File: config.mk
export PLATFORM = sky130hd
export DESIGN_NAME = trt_store
export DESIGN_NICKNAME = d
export VERILOG_FILES = /design/src/rtl/core/trt_pkg.sv /design/src/rtl/core/trt_store.sv
export SDC_FILE = /design/constraint.sdc
export NUM_CORES = 2
export LEC_CHECK = 0
export ABC_AREA = 0
export BUFFER_PORTS_ARGS = -buffer_cell sky130_fd_sc_hd__clkbuf_2
export CORE_AREA = 8 8 419 421
export CTS_CLUSTER_DIAMETER = 150
export DETAILED_ROUTE_END_ITERATION = 8
export DIE_AREA = 0 0 427 429
export PLACE_DENSITY = 0.7
export SETUP_SLACK_MARGIN = 0.4
export SLEW_MARGIN = 20
export SYNTH_ARGS = -nofsm -noshare
export SYNTH_HDL_FRONTEND = slang
export SYNTH_SLANG_ARGS = --single-unit
File: constraint.sdc
create_clock -name clk -period 2.4 [get_ports clk]
set_clock_uncertainty 0.15 [all_clocks]
set_input_delay 0.12 -clock clk [delete_from_list [all_inputs] [get_ports clk]]
set_output_delay 0.12 -clock clk [all_outputs]
set_load 0.02 [all_outputs]
File: src/rtl/core/trt_pkg.sv
package trt_pkg;

	localparam int CHANNELS      = 64;
	localparam int FRACTION_BITS = 16;

	localparam int CHAN_W    = 6;
	localparam int PRICE_W   = 32;
	localparam int FRAC_W    = 16;
	localparam int CFG_IDX_W = 2;
	localparam int SLOT_W    = (CHANNELS > 1) ? $clog2(CHANNELS) : 1;
	localparam int FACT_W    = ((FRACTION_BITS > FRAC_W) ? FRACTION_BITS : FRAC_W) + 2;
	localparam int PROD_W    = PRICE_W + FACT_W;
	localparam int GPROD_W   = PRICE_W + FRAC_W;
	localparam int SUM_W     = GPROD_W + 1;
	localparam int RED_W     = CHAN_W + 11;

	typedef logic [SLOT_W-1:0]  slot_t;
	typedef logic [CHAN_W-1:0]  chan_t;
	typedef logic [PRICE_W-1:0] price_t;
	typedef logic [FRAC_W-1:0]  frac_t;
	typedef logic [FACT_W-1:0]  fact_t;
	typedef logic [PROD_W-1:0]  prod_t;
	typedef logic [GPROD_W-1:0] gprod_t;
	typedef logic [SUM_W-1:0]   sum_t;
	typedef logic [RED_W-1:0]   red_t;
	typedef logic [CFG_IDX_W-1:0] cfg_idx_t;

	localparam cfg_idx_t CFG_START    = cfg_idx_t'(0);
	localparam cfg_idx_t CFG_APPROACH = cfg_idx_t'(1);

	localparam frac_t START_RESET    = frac_t'(2621);
	localparam frac_t APPROACH_RESET = frac_t'(131);

	localparam fact_t FRAC_ONE = fact_t'(1) << FRACTION_BITS;

	typedef struct packed {
		logic  en;
		slot_t slot;
	} rd_req_t;

	typedef struct packed {
		logic   en;
		slot_t  slot;
		price_t level;
		logic   sold;
	} wr_req_t;

	typedef struct packed {
		price_t level;
		logic   sold;
		logic   seen;
	} entry_t;

	typedef struct packed {
		chan_t  channel;
		price_t level;
		logic   sold;
	} result_t;

	function automatic slot_t slot_of(input chan_t ch);
		red_t r;
		r = red_t'(ch);
		for (int i = CHAN_W - 1; i >= 0; i--) begin
			if (r >= (red_t'(CHANNELS) << i)) begin
				r = r - (red_t'(CHANNELS) << i);
			end
		end
		return slot_t'(r);
	endfunction

endpackage

File: src/rtl/core/trt_store.sv
module trt_store (
	input  logic              clk,
	input  logic              arst_n,
	input  trt_pkg::rd_req_t  rd,
	input  trt_pkg::wr_req_t  wr,
	input  trt_pkg::slot_t    look_slot,
	output trt_pkg::entry_t   entry
);

	logic [trt_pkg::PRICE_W:0] mem [trt_pkg::CHANNELS];
	logic [trt_pkg::PRICE_W:0] rdata_q;
	logic [trt_pkg::CHANNELS-1:0] seen_q;
	logic                      wb_valid_q;
	trt_pkg::slot_t            wb_slot_q;
	logic [trt_pkg::PRICE_W:0] wb_data_q;
	logic                      live_hit;
	logic                      wb_hit;
	logic [trt_pkg::PRICE_W:0] data;

	always_ff @(posedge clk) begin
		if (wr.en) begin
			mem[wr.slot] <= {wr.sold, wr.level};
		end
		if (rd.en) begin
			rdata_q <= mem[rd.slot];
		end
	end

	always_ff @(posedge clk or negedge arst_n) begin
		if (!arst_n) begin
			seen_q     <= '0;
			wb_valid_q <= 1'b0;
		end else if (wr.en) begin
			seen_q[wr.slot] <= 1'b1;
			wb_valid_q      <= 1'b1;
		end
	end

	always_ff @(posedge clk) begin
		if (wr.en) begin
			wb_slot_q <= wr.slot;
			wb_data_q <= {wr.sold, wr.level};
		end
	end

	// forward: live write, then last write, then memory
	always_comb begin
		live_hit = wr.en && (wr.slot == look_slot);
		wb_hit   = wb_valid_q && (wb_slot_q == look_slot);
		if (live_hit) begin
			data = {wr.sold, wr.level};
		end else if (wb_hit) begin
			data = wb_data_q;
		end else begin
			data = rdata_q;
		end
		entry.level = data[trt_pkg::PRICE_W-1:0];
		entry.sold  = data[trt_pkg::PRICE_W];
		entry.seen  = seen_q[look_slot] | live_hit;
	end

endmodule

==> results.toml <==
[logic_synthesis]
syn_avg_cell_area_um2 = 22.4
synth_common_cells = "edfxtp_1, mux4_2, a22oi_1"
yosysMostFrequentCell = "edfxtp_1"
syn_area_um2 = 85700
synthAdderAreaFrac_pct = 0
synth.area.mux_share_pct = 14.5
synth-compound-area-share_pct = 3.47
synth_top_area_share_pct = 76.5
seq_area_frac_synth_pct = 78.4
synth_area_leaders = "edfxtp_1, mux4_2, dfrtp_1"
synth-seq-cells = 2249
synth_top_family_by_area = "multiplexers"
synthSimpleGateAreaFrac_pct = 2.13
async_reset_ff_share_pct = 2.89
yosys_warnings = 0
synth_cells = 3829
synth_cell_type_count = 47
synth-xor-area-share_pct = 0.123
synth_top_area_cell = "edfxtp_1"
synthFlopType = "edfxtp_1"
syn-num-nets = 3884
synth_enable_flop_cells = 2184

[critical_path]
crit_buf_inv = 4
critPathTopFamily = "buffers and inverters"
r2r_start = "mem[58][31]"
arrival_ns = 2.77
critPathLaunchType = "register"
r2r_slack_ns = 0.14
worstPathRequired_ns = 2.13
crit_chain = "xnor2_1 > nand4_1 > nor4_4 > buf_12 > buf_4 > buf_6 > mux2i_1 > o21ai_1 > buf_4"
crit_path_frequent_cell = "buf_4"
critPathKind = "reg -> out"
slowest_stage = "edfxtp_1"
cp_slowest_stage_delay_ns = 0.38
rr_worst_depth = 5
rr_endpoint = "rdata_q[31]"
cp-end-kind = "output port"
critPathMaxFanout = 8

[detailed_routing]
via_per_inst = 6.36
postRouteAntennaNets = 0
wl_um = 225000
wire_per_inst_um = 32.9
drt-initial-drc-count = 5636
drt-pass1-iter-count = 5
vias = 43500
remaining_drc_errors = 0

[placement]
dpl_cell_area_um2 = 94000
dpl_worst_slack_ns = -0.669
dp_hpwl_um = 131000
portBuffers = 88
place_inst = 6391
gp_congestion = 0.790

[global_routing]
grt_max_degree = 66
antenna_found_initial = 4
overflow = 0
grt_pass1_wl_um = 319000
grt_pass1_vias = 44600
grt.total_usage_pct = 24.3

[pwr]
total_power_mw = 81.8
ir_drop_uv = 823
leakage_nw = 32.8
power_density_nw_per_um2 = 798

[layout]
layout-drive-gt1-share_pct = 37.8
syn_to_final_growth_pct = 19.6
fillers = 11300
stdcell_area_um2 = 103000
nets = 4498
fin_util_pct = 60.8
stdcell_count = 6838

[min_path]
hold_class = "in -> reg"
holdPathStages = 4
hold_end = "rdata_q[14]"
min_from = "rd[5]"

[timing]
fmax_mhz = 329
post-route-period-util_pct = 126
setup_viol = 34
slew_violations = 0
worst_pin_slew_ns = 0.866
rsz0062_at_grt = "yes"
final.setup.worst_slack_ns = -0.635
hold_ws_ns = 0.0346
period_needed_ns = 3.04
setup_tns_ns = -19.23
maxSlewHeadroom_pct = 42.3
finalHoldViolations = 0

[floorplanning]
fp.dieW_um = 427
pin_count = 89
core-area_um2 = 169000
die_h_um = 429
rows = 151
initial_core_util_pct = 50.9
dieArea_um2 = 183000

[clocking]
cts.sink_count = 2249
cts_tree = "done"
clockBufferDepth = 3
ctsHtreeMaxLevel = 4
cts.clk_slew.worst_paths_ns = 0.06
cts-root-buf = "clkbuf_16"
cts_made_buffers = 211
clock_latency_ns = 0.84

[run_status]
violations = "negative setup slack"
status = "complete, but fails checks"

[run]
maxCapViolCount = 0
==> layout by cell type (no fill, tap or decap), types with 19 or more instances in the layout <==
master	netlist	routed
a211oi_1	57	41
a22oi_2	0	89
dlygate4sd3_1	0	53
nand2_1	63	40
or2_2	67	66
clkbuf_1	93	52
mux4_2	522	522
clkbuf_2	0	69
nor2b_1	68	59
nor2_4	0	64
a22oi_1	195	106
edfxtp_1	2184	2184
dfrtp_1	65	65
buf_12	0	165
mux2i_1	47	41
buf_4	29	319
o21ai_1	33	26
nand2_2	0	19
clkinv_1	0	47
a221oi_1	36	19
clkbuf_16	0	217
a21oi_1	44	32
clkinv_2	0	34
==> power by group <==
| group | leakage, nW | internal [mW] | switching, mW | total [mW] |
|---|---|---|---|---|
| Combinational | 8.95 | 2.31 | 3.00 | 5.30 |
| Sequential | 20.5 | 43.7 | 0.202 | 43.9 |
| Clock | 3.28 | 18.5 | 14.2 | 32.7 |
==> layer usage <==
metal / routed length (um) / GRT usage (%) / up-vias
met2: 107000 / 38.3 / 2474
li1: - / - / 17500
met3: 23400 / 5.45 / 353
met1: 84600 / 33.3 / 23100
met5: 0 / 0 / -
met4: 9620 / 10.0 / 0
==> cell families after synthesis <==
logic type	count (synthesis)
AO/OA/AOI/OAI	411
XOR/XNOR	12
buffers and inverters	225
flip-flops	2249
multiplexers	589
AND/OR/NAND/NOR	343
==> cell type report <==
cell class	count	area (um^2)	share of cell area (%)
sequential	2249	67200	65.6
inverter	2	7.51	0.00732
timing repair buffer	624	6780	6.62
clock inverter	117	1080	1.05
multi-input combinational	1355	19000	18.6
clock buffer	270	5640	5.50
antenna	3	7.51	0.00732
tap	2218	2780	2.71
==> worst register-to-register path, cell delays in order (launching register included) <==
cell,delay (ns)
edfxtp_1,0.38
mux4_2,0.48
a22oi_2,0.24
a21oi_4,0.14
buf_6,0.14
or4_1,0.49
==> worst max-delay path by stage <==
| stage | startpoint | endpoint | slack, ns | depth (start not counted) |
|---|---|---|---|---|
| floorplan | rd[1] | rdata_q[23] | 0.10 | 7 |
| global placement | rd[0] | rdata_q[32] | -0.71 | 9 |
| detailed placement | rd[0] | rdata_q[32] | -0.67 | 9 |
| global route | wb_slot_q[4] | entry[24] | -0.77 | 9 |
| finish | wb_slot_q[4] | entry[24] | -0.64 | 9 |
| CTS | wb_slot_q[1] | entry[2] | -0.72 | 9 |
==> flip-flops by register name, indices dropped and copies added (netlist names) <==
signal      count
mem          2112
wb_slot_q       6
wb_valid_q      1
wb_data_q      33
seen_q         64
rdata_q        33
==> what timing repair did <==
action,4_1_cts,5_1_grt
pin swaps,121,39
endpoints found under the hold margin,2004,0
buffers inserted,2,2
gates resized for setup,195,68
gates cloned,0,0
hold buffers,53,0
setup endpoints to repair,67,67
Note: power is estimated with default switching activity, not from simulation.
