--- config.mk ---
export PLATFORM = sky130hd
export DESIGN_NAME = trt_pipe
export DESIGN_NICKNAME = d
export VERILOG_FILES = /design/src/rtl/core/trt_pkg.sv /design/src/rtl/core/trt_pipe.sv
export SDC_FILE = /design/constraint.sdc
export NUM_CORES = 2
export LEC_CHECK = 0
export ABC_CLOCK_PERIOD_IN_PS = 16700
export BUFFER_PORTS_ARGS = -buffer_cell sky130_fd_sc_hd__buf_2
export CAP_MARGIN = 20
export CORE_ASPECT_RATIO = 2
export CORE_MARGIN = 2
export CORE_UTILIZATION = 35
export DETAILED_ROUTE_END_ITERATION = 10
export GPL_TIMING_DRIVEN = 0
export HOLD_SLACK_MARGIN = 0.02
export PLACE_DENSITY_LB_ADDON = 0.05
export SLEW_MARGIN = 5
export SYNTH_ARGS = -nofsm -noshare
export SYNTH_HDL_FRONTEND = slang
export SYNTH_SLANG_ARGS = --single-unit
--- constraint.sdc ---
create_clock -name clk -period 16.7 [get_ports clk]
set_input_delay 3.34 -clock clk [delete_from_list [all_inputs] [get_ports clk]]
set_output_delay 3.34 -clock clk [all_outputs]
set_load 0.01 [all_outputs]
--- src/rtl/core/trt_pkg.sv ---
package trt_pkg;

	localparam int CHANNELS      = 64;
	localparam int FRACTION_BITS = 16;

	localparam int CHAN_W    = 6;
	localparam int PRICE_W   = 32;
	localparam int FRAC_W    = 16;
	localparam int CFG_IDX_W = 2;
	localparam int SLOT_W    = (CHANNELS > 1) ? $clog2(CHANNELS) : 1;
	localparam int FACT_W    = ((FRACTION_BITS > FRAC_W) ? FRACTION_BITS : FRAC_W) + 2;
	localparam int PROD_W    = PRICE_W + FACT_W;
	localparam int GPROD_W   = PRICE_W + FRAC_W;
	localparam int SUM_W     = GPROD_W + 1;
	localparam int RED_W     = CHAN_W + 11;

	typedef logic [SLOT_W-1:0]  slot_t;
	typedef logic [CHAN_W-1:0]  chan_t;
	typedef logic [PRICE_W-1:0] price_t;
	typedef logic [FRAC_W-1:0]  frac_t;
	typedef logic [FACT_W-1:0]  fact_t;
	typedef logic [PROD_W-1:0]  prod_t;
	typedef logic [GPROD_W-1:0] gprod_t;
	typedef logic [SUM_W-1:0]   sum_t;
	typedef logic [RED_W-1:0]   red_t;
	typedef logic [CFG_IDX_W-1:0] cfg_idx_t;

	localparam cfg_idx_t CFG_START    = cfg_idx_t'(0);
	localparam cfg_idx_t CFG_APPROACH = cfg_idx_t'(1);

	localparam frac_t START_RESET    = frac_t'(2621);
	localparam frac_t APPROACH_RESET = frac_t'(131);

	localparam fact_t FRAC_ONE = fact_t'(1) << FRACTION_BITS;

	typedef struct packed {
		logic  en;
		slot_t slot;
	} rd_req_t;

	typedef struct packed {
		logic   en;
		slot_t  slot;
		price_t level;
		logic   sold;
	} wr_req_t;

	typedef struct packed {
		price_t level;
		logic   sold;
		logic   seen;
	} entry_t;

	typedef struct packed {
		chan_t  channel;
		price_t level;
		logic   sold;
	} result_t;

	function automatic slot_t slot_of(input chan_t ch);
		red_t r;
		r = red_t'(ch);
		for (int i = CHAN_W - 1; i >= 0; i--) begin
			if (r >= (red_t'(CHANNELS) << i)) begin
				r = r - (red_t'(CHANNELS) << i);
			end
		end
		return slot_t'(r);
	endfunction

endpackage

--- src/rtl/core/trt_pipe.sv ---
module trt_pipe (
	input  logic              clk,
	input  logic              arst_n,
	input  logic              take,
	input  trt_pkg::chan_t    channel,
	input  trt_pkg::price_t   price,
	input  trt_pkg::frac_t    start_q,
	input  trt_pkg::frac_t    approach_q,
	input  logic              out_free,
	input  trt_pkg::entry_t   entry,
	output logic              can_take,
	output trt_pkg::rd_req_t  rd,
	output trt_pkg::slot_t    look_slot,
	output trt_pkg::wr_req_t  wr,
	output trt_pkg::result_t  res
);

	logic            valid_s1;
	trt_pkg::chan_t  channel_s1;
	trt_pkg::slot_t  slot_s1;
	trt_pkg::price_t price_s1;

	logic            valid_s2;
	trt_pkg::chan_t  channel_s2;
	trt_pkg::slot_t  slot_s2;
	trt_pkg::price_t price_s2;
	trt_pkg::price_t below_s2;
	trt_pkg::price_t above_s2;
	trt_pkg::price_t level_s2;
	logic            sold_s2;
	logic            seen_s2;

	logic            adv_s1;
	logic            adv_s2;
	logic            s2_open;

	trt_pkg::fact_t  below_factor;
	trt_pkg::fact_t  above_factor;
	trt_pkg::prod_t  below_prod;
	trt_pkg::prod_t  above_prod;
	trt_pkg::prod_t  above_sh;
	trt_pkg::price_t above_level;

	trt_pkg::price_t cur_level;
	logic            cur_sold;
	trt_pkg::price_t gap;
	trt_pkg::gprod_t gprod;
	trt_pkg::gprod_t delta;
	trt_pkg::sum_t   sum;
	trt_pkg::price_t new_level;
	logic            new_sold;

	always_comb begin
		adv_s2   = valid_s2 && out_free;
		s2_open  = !valid_s2 || out_free;
		adv_s1   = valid_s1 && s2_open;
		can_take = !valid_s1 || s2_open;
		rd.en    = take;
		rd.slot  = trt_pkg::slot_of(channel);
		look_slot = slot_s1;
	end

	always_ff @(posedge clk or negedge arst_n) begin
		if (!arst_n) begin
			valid_s1 <= 1'b0;
			valid_s2 <= 1'b0;
		end else begin
			if (take) begin
				valid_s1 <= 1'b1;
			end else if (adv_s1) begin
				valid_s1 <= 1'b0;
			end
			if (adv_s1) begin
				valid_s2 <= 1'b1;
			end else if (adv_s2) begin
				valid_s2 <= 1'b0;
			end
		end
	end

	always_ff @(posedge clk) begin
		if (take) begin
			channel_s1 <= channel;
			slot_s1    <= rd.slot;
			price_s1   <= price;
		end
	end

	// offset products on the incoming price
	always_comb begin
		if (trt_pkg::fact_t'(start_q) >= trt_pkg::FRAC_ONE) begin
			below_factor = '0;
		end else begin
			below_factor = trt_pkg::FRAC_ONE - trt_pkg::fact_t'(start_q);
		end
		above_factor = trt_pkg::FRAC_ONE + trt_pkg::fact_t'(start_q);
		below_prod   = trt_pkg::prod_t'(price_s1) * trt_pkg::prod_t'(below_factor);
		above_prod   = trt_pkg::prod_t'(price_s1) * trt_pkg::prod_t'(above_factor);
		above_sh     = above_prod >> trt_pkg::FRACTION_BITS;
		if (|above_sh[trt_pkg::PROD_W-1:trt_pkg::PRICE_W]) begin
			above_level = '1;
		end else begin
			above_level = above_sh[trt_pkg::PRICE_W-1:0];
		end
	end

	always_ff @(posedge clk) begin
		if (adv_s1) begin
			channel_s2 <= channel_s1;
			slot_s2    <= slot_s1;
			price_s2   <= price_s1;
			below_s2   <= trt_pkg::price_t'(below_prod >> trt_pkg::FRACTION_BITS);
			above_s2   <= above_level;
			level_s2   <= entry.level;
			sold_s2    <= entry.sold;
			seen_s2    <= entry.seen;
		end
	end

	// step the channel: flip on crossing, else close part of the gap
	always_comb begin
		cur_level = seen_s2 ? level_s2 : below_s2;
		cur_sold  = seen_s2 && sold_s2;
		gap       = cur_sold ? (cur_level - price_s2) : (price_s2 - cur_level);
		gprod     = trt_pkg::gprod_t'(gap) * trt_pkg::gprod_t'(approach_q);
		delta     = gprod >> trt_pkg::FRACTION_BITS;
		sum       = trt_pkg::sum_t'(cur_level) + trt_pkg::sum_t'(delta);
		if (cur_sold) begin
			if (price_s2 > cur_level) begin
				new_sold  = 1'b0;
				new_level = below_s2;
			end else begin
				new_sold = 1'b1;
				if (delta > trt_pkg::gprod_t'(cur_level)) begin
					new_level = '0;
				end else begin
					new_level = cur_level - delta[trt_pkg::PRICE_W-1:0];
				end
			end
		end else begin
			if (price_s2 < cur_level) begin
				new_sold  = 1'b1;
				new_level = above_s2;
			end else begin
				new_sold = 1'b0;
				if (|sum[trt_pkg::SUM_W-1:trt_pkg::PRICE_W]) begin
					new_level = '1;
				end else begin
					new_level = sum[trt_pkg::PRICE_W-1:0];
				end
			end
		end
		wr.en       = adv_s2;
		wr.slot     = slot_s2;
		wr.level    = new_level;
		wr.sold     = new_sold;
		res.channel = channel_s2;
		res.level   = new_level;
		res.sold    = new_sold;
	end

endmodule

==> key figures <==
Run status
  – Outcome: finished, violations left
  – Failing checks: design-rule violations, max-capacitance violations, max-slew violations

Route
  – Average routed wire per standard cell: 27.9 um
  – Final antenna-violating net count: 0
  – Routed wire length: 272 mm
  – DRC: 48
  – Vias/cell: 5.10
  – DR iter-0 viols: 2306
  – DR vias: 49655
  – TritonRoute pass-1 iters: 8

Synth
  – Synth async-reset ratio: 0.0114
  – Distinct cells, synth: 87
  – Post-synthesis sequential area ratio: 0.0843
  – Syn nets: 8968
  – Area contributors post-synth: fa_1 (42%), ha_1 (11%), inv_1 (9.5%), edfxtp_1 (8.4%), nand2_1 (6.2%)
  – Mapped Cells: 7008
  – Largest area contributor in the synthesized netlist: fa_1
  – Synth top area share: 0.421
  – Synth warn: 0
  – EDFF count, synth: 174
  – Synthesized cell area: 62600 um2
  – Commonest cells in the netlist: inv_1 (1576), fa_1 (1317), nand2_1 (1028)
  – Most frequent cell after synthesis: inv_1
  – Syn Area/Cell: 8.93 um2
  – FF+latch count, synth: 176
  – Prevailing post-synth register cell: edfxtp_1

CTS
  – Clock latency on the worst-skew pair: 0.58 ns
  – CTS root buf: clkbuf_16
  – Worst-path clk slew: 0.09 ns
  – CTS H-tree depth: 4
  – CTS tree: yes
  – Max Root-Sink Buffers: 3
  – CTS Buf Count: 25
  – Post-CTS Hold Buffers: 0
  – Clock sink count: 176

Timing
  – Final setup vio count: 0
  – RSZ-0062 raised after global routing: yes
  – Slew Limit Headroom: -0.0214
  – Worst Skew: 0.0308 ns
  – Max-slew violation count: 11
  – Final hold vios: 0
  – Min Tclk post-route: 16.59 ns
  – Slew @ Worst Pin: 1.53 ns
  – Fmax: 60.3 MHz
  – Fin crit share: 0.993

Placement
  – Gpl congestion: 0.985
  – Placed cell count: 9561
  – Number of port buffers: 188
  – Hpwl dp: 236 mm

Global route
  – First-pass GRT wire length: 389 mm
  – Vias in the first global route: 56557
  – GRT overflow: 0
  – Largest net degree at the start of global routing: 64
  – Antenna violations before repair: 22
  – GRT Total Usage: 0.304

Floorplanning
  – I/O pin count: 201
  – Horiz. Die Dim: 303 um
  – Row count: 219
  – Initial Util: 0.352
  – Core footprint: 178000 um2
  – Full die area: 182000 um2
  – Die Y: 602 um

Critical path
  – R2R depth: 24
  – WP data required: 13.36 ns
  – Max stage delay on crit path: 0.59 ns
  – Reg2reg end: above_s2[13]
  – CP Class: flop to primary output
  – Critical Path Fanout Max: 10
  – Reg2Reg Setup Slack: 6.28 ns
  – Worst reg2reg startpoint: price_s1[17]
  – Crit start category: flop
  – Critical Path End Type: primary output
  – Critical Path Slowest Stage Cell: fa_1
  – Arrival @ worst endpoint: 13.25 ns

Layout
  – Area Overhead vs Synth: 15.5%
  – Final Util: 0.406
  – Nets: 9353
  – Ratio of cells with drive above 1 in the final layout: 0.117
  – Final Non-Filler Cells: 9738

Worst hold path
  – HP Class: flop to flop
  – Worst hold stages: 0
  – WHS Endpoint: slot_s2[4]
  – Hold_sp: look_slot[4]

Flow run
  – Max_cap viols: 1
[repair_timing]
action	in CTS	in global routing
pin swaps	100	106
gates cloned	0	4
resized for setup	391	279
setup buffers	89	70
setup endpoints to repair	64	64
[metrics by stage]
stage / TNS, ns / hold slack, ns / worst slack [ns] / instance area [um2]
after CTS: -0.0387 / 0.441 / -0.0202 / 70300
after global routing: -6.09 / 0.449 / -0.237 / 72200
after floorplan: 0 / 0.449 / 1.17 / 62600
after global placement: -288.58 / 0.434 / -4.75 / 66400
after detailed placement: -278.56 / 0.437 / -4.77 / 67200
final: 0 / 0.438 / 0.113 / 72300
[layout make-up]
| class | count | area (um2) |
|---|---|---|
| clock inverter | 7 | 60.1 |
| antenna | 19 | 47.5 |
| fill | 18203 | 106000 |
| timing repair buffer | 383 | 3050 |
| clock buffer | 26 | 639 |
| multi-input combinational | 4838 | 52200 |
| buffer | 390 | 2090 |
| sequential | 176 | 5280 |
| inverter | 1579 | 5940 |
| tap | 2320 | 2900 |
[sequential cells by signal, summed over array words and instances, names as in the netlist]
signal,cells
seen_s2,1
above_s2,32
valid_s2,1
valid_s1,1
price_s2,32
look_slot,6
level_s2,32
price_s1,32
below_s2,32
slot_s2,6
sold_s2,1
[worst max path at each step]
stage	endpoint	startpoint	slack, ns	cells after the start
2_1_floorplan	wr[32]	seen_s2	1.17	53
3_3_place_gp	wr[15]	seen_s2	-4.75	55
3_5_place_dp	wr[13]	seen_s2	-4.77	56
4_1_cts	wr[20]	seen_s2	-0.02	60
5_1_grt	wr[8]	seen_s2	-0.24	55
6_report	wr[28]	seen_s2	0.11	59
[cell usage in the layout, fill, tap and decap left out, drive strengths merged, types with 28 or more instances in the layout]
cell	instances
fa	1317
a211oi	28
buf	466
nand4	33
nand2	1028
o21ai	95
o22ai	32
nor3	38
edfxtp	174
ha	535
and2	615
nand3	34
a21oi	219
mux2i	35
inv	1577
clkbuf	333
a221oi	38
o21bai	40
xnor2	132
a21o	106
nand2b	30
nor2	167
nor2b	40
xor2	63
[metal layers]
metal  global-route usage  wire length [um]  vias up
met4                0.252             28600        4
met5                    0                22        -
met3               0.0208              7150      681
met1                0.283             84900    25748
met2                0.590            151000     1378
li1                     -                 -    21844
[kinds of logic after synthesis]
| kind of cell | after synthesis | share of synthesized area |
|---|---|---|
| flip-flops | 176 | 0.0843 |
| AO/OA/AOI/OAI | 697 | 0.0741 |
| multiplexers | 35 | 0.00560 |
| adder cells (fa/ha/maj) | 1852 | 0.528 |
| buffers and inverters | 1994 | 0.123 |
| XOR/XNOR | 195 | 0.0273 |
| AND/OR/NAND/NOR | 2059 | 0.158 |
[critical path, delay by kind of cell, from the launching register on]
kind | cells | cell delay, ns
compound gates | 18 | 3.28
xor+xnor | 2 | 0.36
fa+ha+maj | 9 | 4.03
buf+inv | 20 | 2.85
flops | 1 | 0.38
mux | 1 | 0.25
simple gates | 9 | 1.48
Power is not shown: default switching activity piles up to over one toggle a cycle in this logic, so the estimate is an artifact.
